[src/hdl/bti_pkg.sv]
// Shared types and constants for the binary trie key inserter.
`default_nettype none
package bti_pkg;

  localparam int NODE_DEPTH   = 262144;
  localparam int RECORD_DEPTH = 4096;
  localparam int NODE_W       = $clog2(NODE_DEPTH);
  localparam int CNT_W        = NODE_W + 1;
  localparam int KEY_W        = 8;
  localparam int REC_W        = 12;
  localparam int ADDED_W      = 4;
  localparam int TOP_BIT      = KEY_W - 1;
  localparam int BIT_W        = $clog2(KEY_W);

  typedef logic [NODE_W-1:0] node_idx_t;

  // One node store entry: leaf slot plus both child links; link 0 means empty.
  typedef struct packed {
    logic             leaf_valid;
    logic [REC_W-1:0] leaf_rec;
    node_idx_t        one;
    node_idx_t        zero;
  } node_word_t;

  typedef enum logic [2:0] {
    ST_INIT,
    ST_IDLE,
    ST_WALK,
    ST_LOOK,
    ST_END,
    ST_LEAF,
    ST_EMIT
  } bti_state_t;

  typedef struct packed {
    logic init_root;
    logic load;
    logic rd_cur;
    logic step_fresh;
    logic step_look;
    logic finish_fresh;
    logic leaf_rmw;
    logic emit;
  } bti_cmd_t;

  typedef struct packed {
    logic broken;
    logic cur_fresh;
    logic bit_zero;
    logic need_leaf;
    logic out_free;
  } bti_status_t;

endpackage
`default_nettype wire

[src/hdl/bti_controller.sv]
// Sequencer for the per-bit trie walk and leaf update.
`default_nettype none
module bti_controller import bti_pkg::*; (
  input  logic        clk,
  input  logic        rst,
  input  logic        in_valid,
  output logic        in_ready,
  input  bti_status_t status,
  output bti_cmd_t    cmd
);

  bti_state_t state;
  bti_state_t state_next;

  always_ff @(posedge clk) begin
    if (rst) begin
      state <= ST_INIT;
    end else begin
      state <= state_next;
    end
  end

  always_comb begin
    state_next = state;
    cmd        = '0;
    in_ready   = 1'b0;
    unique case (state)
      ST_INIT: begin
        cmd.init_root = 1'b1;
        state_next    = ST_IDLE;
      end
      ST_IDLE: begin
        in_ready = 1'b1;
        if (in_valid) begin
          cmd.load   = 1'b1;
          state_next = ST_WALK;
        end
      end
      ST_WALK: begin
        if (status.broken) begin
          state_next = ST_END;
        end else if (status.cur_fresh) begin
          cmd.step_fresh = 1'b1;
          state_next     = status.bit_zero ? ST_END : ST_WALK;
        end else begin
          cmd.rd_cur = 1'b1;
          state_next = ST_LOOK;
        end
      end
      ST_LOOK: begin
        cmd.step_look = 1'b1;
        state_next    = status.bit_zero ? ST_END : ST_WALK;
      end
      ST_END: begin
        if (status.cur_fresh) begin
          cmd.finish_fresh = 1'b1;
          state_next       = ST_EMIT;
        end else if (status.need_leaf) begin
          cmd.rd_cur = 1'b1;
          state_next = ST_LEAF;
        end else begin
          state_next = ST_EMIT;
        end
      end
      ST_LEAF: begin
        cmd.leaf_rmw = 1'b1;
        state_next   = ST_EMIT;
      end
      ST_EMIT: begin
        if (status.out_free) begin
          cmd.emit   = 1'b1;
          state_next = ST_IDLE;
        end
      end
      default: begin
        state_next = ST_INIT;
      end
    endcase
  end

endmodule
`default_nettype wire

[config.mk]
export PLATFORM = sky130hd
export DESIGN_NAME = bti_controller
export DESIGN_NICKNAME = d
export VERILOG_FILES = /design/src/hdl/bti_pkg.sv /design/src/hdl/bti_controller.sv
export SDC_FILE = /design/constraint.sdc
export NUM_CORES = 1
export LEC_CHECK = 0
export BUFFER_PORTS_ARGS = -buffer_cell sky130_fd_sc_hd__buf_2
export CAP_MARGIN = 10
export CORE_AREA = 4 4 41 43
export DETAILED_ROUTE_END_ITERATION = 10
export DIE_AREA = 0 0 45 47
export PLACE_DENSITY = 0.45
export SYNTH_ARGS = -nofsm -noshare
export SYNTH_HDL_FRONTEND = slang
export SYNTH_SLANG_ARGS = --single-unit
[constraint.sdc]
create_clock -name clk -period 1.4 [get_ports clk]
set_input_delay 0.28 -clock clk [delete_from_list [all_inputs] [get_ports clk]]
set_output_delay 0.28 -clock clk [all_outputs]
set_load 0.005 [all_outputs]
==> impl_summary.txt <==
----------------------------------------------------
[Synthesis]
  Total standard cell area after synthesis ... 313 µm²
  Commonest register cell after synthesis ... dfxtp_1
  Synthesized area per cell ... 8.02 µm²
  Yosys warning count ... 0
  Flop and latch count out of synthesis ... 3
  Register area share after synthesis ... 19.2%
  Unique masters post-synth ... 25
  Post-synth net total ... 47
  Share of synthesized flip-flops with an asynchronous set or reset ... 0%
  Count of flip-flops with a built-in enable after synthesis ... 0
  Cell count after synthesis ... 39

[Power]
  Total power divided by cell area ... 1030 nW/µm²
  Worst vdd rail ir drop ... 463 µV
  Leak Pwr ... 0.246 nW

[Global route]
  Pin count of the biggest net entering global routing ... 11
  Global Route Usage Sum ... 9.31%
  GR Overflow Total ... 0
  Wire length of the first global-routing pass ... 1420 µm
  Via count of the first global-routing pass ... 368
  Antenna violations before repair ... 0

[Placement]
  PortBufs ... 16
  Estimated wirelength of the detail-placed design ... 621 µm
  Placed Area ... 405 µm²
  Placer's final routability congestion estimate ... 0.685
  Cell total after placement ... 69

[Timing]
  Post-Route Skew ... 0.000893 ns
  Final Setup Violations ... 0
  Share of the cycle needed by the critical path after routing ... 99.8%
  Clock period minus worst slack ... 1.40 ns
  Relative max-transition margin ... 86.1%
  Max Slew Vio Count ... 0
  Maximum operating frequency ... 0.715 GHz
  Worst-Margin Slew ... 0.207 ns
  Sum of negative setup slack ... 0 ns
  RSZ-0062 raised after global routing ... yes
  Number of endpoints with negative hold slack in the final report ... 0

[Setup path]
  Highest fanout seen on the critical path ... 8
  Data arrival time of the critical path ... 1.12 ns
  Startpoint-to-endpoint class of the critical path ... reg -> out
  CP endpoint kind ... primary output
  Critical-path cell with the highest stage delay ... dfxtp_4
  Kind of cell adding the most delay to the critical path ... flip-flops
  Endpoint required time on the critical path ... 1.12 ns
  Crit-path cells ... nor3b_4, a31oi_1, nor3_1, buf_2
  Critical path buffer and inverter count ... 1
  Max incr delay on CP ... 0.37 ns
  Kind of start point of the critical path ... flip-flop

[Clock network]
  CTS H-tree lvls ... 1
  Insertion delay of the later-clocked pin in the worst-skew pair ... 0.23 ns
  Maximum clock insertion buffer count ... 2
  Count of clock tree sinks ... 3
  Cts bufs inserted ... 3
  Clock-pin slew on the worst setup and hold paths ... 0.04 ns
  TritonCTS clock tree ... built
  Clk root buf ... clkbuf_4

[Drt]
  Initial drt markers ... 4
  Count of vias placed by the detailed router ... 376
  Via count normalized by instance count ... 4.82
  Final Routed Wirelength ... 857 µm
  DRC violation count after routing ... 0
  Post-DR wirelength/cell ... 11.0 µm
  Number of detailed-route iterations in the first pass ... 4
  Final ANT Viol Nets ... 0

[Worst hold path]
  Worst hold path class ... in -> reg

[Cells and area]
  ANT cells ... 0
  Largest register by flop count ... state
  Largest regs ... state: 3 flops
  Fraction of final layout cells with drive strength greater than 1 ... 58.7%
  Largest register FFs ... 3
  Post-route cell area ... 504 µm²
  Core utilization of the finished layout ... 38.8%
  FILL cells ... 159
  Post-layout nets ... 72
  Layout overhead on the synthesized area ... 61.2%
  Number of standard cells in the final layout excluding fillers ... 78
  Multi-input logic area ... 239 µm²
  Area taken by flip-flops and latches ... 68.8 µm²

[Die]
  Die Y ... 47 µm
  Die boundary width ... 45 µm
  Area inside the core boundary ... 1300 µm²
  Initial standard-cell utilization of the core ... 24.0%
  Row Count ... 13
  Area enclosed by the die boundary ... 2120 µm²
  Top-level I/O count ... 17

[Outcome]
  Status ... completed

[Job]
  Max_cap viols ... 0

----------------------------------------------------
## per-stage QoR
step	power (mW)	worst slack, ns	hold WS [ns]
after global routing	0.563	-0.0939	0.242
final	0.517	0.00212	0.236
after floorplan	0.250	0.209	0.346
after global placement	0.316	0.108	0.481
after CTS	0.505	-0.0117	0.224
after detailed placement	0.313	0.108	0.485
## power by group
part | switching (mW) | internal [mW]
sequential | 0.0260 | 0.104
clock | 0.0460 | 0.107
combinational | 0.0981 | 0.137
total | 0.170 | 0.347
## cells in the final DEF (no fill, tap or decap), drive strengths merged, types with 2 or more instances in the layout
cell type,netlist,routed
o21ai,4,4
dfxtp,3,3
nor3b,3,3
clkbuf,0,4
a21oi,2,2
nand2b,2,2
nor3,4,4
and2,3,3
buf,4,24
a211o,2,2
## final cells by class
type | instances | area share (%)
multi-input cells | 31 | 47.4
inverters | 1 | 0.744
well taps | 15 | 3.72
clock buffers | 4 | 5.21
repair buffers | 24 | 29.3
flip-flops and latches | 3 | 13.6
## Yosys cell counts, types with 2 or more instances
| cell | n | area, µm² |
|---|---|---|
| buf_2 | 2 | 10.0 |
| a21oi_1 | 2 | 10.0 |
| o21ai_0 | 3 | 15.0 |
| and2_1 | 3 | 18.8 |
| nor3b_2 | 2 | 25.0 |
| a211o_1 | 2 | 17.5 |
| dfxtp_1 | 3 | 60.1 |
| nor3_1 | 4 | 20.0 |
| nand2b_1 | 2 | 12.5 |
## metal layers
layer | track usage [%] | up-vias | share of wire [%]
li1 | - | 194 | -
met1 | 10.2 | 174 | 39
met2 | 15.8 | 8 | 56
met3 | 2.30 | 0 | 5.4
met4 | 6.43 | 0 | 0
met5 | 0 | - | 0
## path summary, 6_finish.rpt
kind | startpoint | to | slack [ns] | cells past startpoint
hold / removal | rst | state[1]$_SDFFE_PP0P_ | 0.24 | 2
setup reg to reg | state[1]$_SDFFE_PP0P_ | state[1]$_SDFFE_PP0P_ | 0.22 | 5
hold reg to reg | state[0]$_SDFFE_PP0P_ | state[0]$_SDFFE_PP0P_ | 0.61 | 3
setup / recovery | state[2]$_SDFFE_PP0P_ | cmd[5] | 0.002 | 4
## logic make-up after synthesis
logic type,after synthesis,share of synthesized area (%)
buffers and inverters,5,10.4
AND/OR/NAND/NOR,17,38.8
flip-flops,3,19.2
AO/OA/AOI/OAI,14,31.6
## worst register-to-register path, stage by stage (launching register included)
cell      delay (ns)
dfxtp_4         0.35
buf_6           0.13
buf_4           0.13
o21ai_0         0.09
o211ai_1        0.14
a221oi_2        0.25
## timing repair
| action | CTS | global route |
|---|---|---|
| pin swaps | 1 | 3 |
| hold buffers | 0 | 0 |
| buffers inserted | 3 | 2 |
| resized for setup | 8 | 3 |
| endpoints found under the setup margin | 8 | 6 |
No activity file was read; power rests on OpenSTA's default activity.
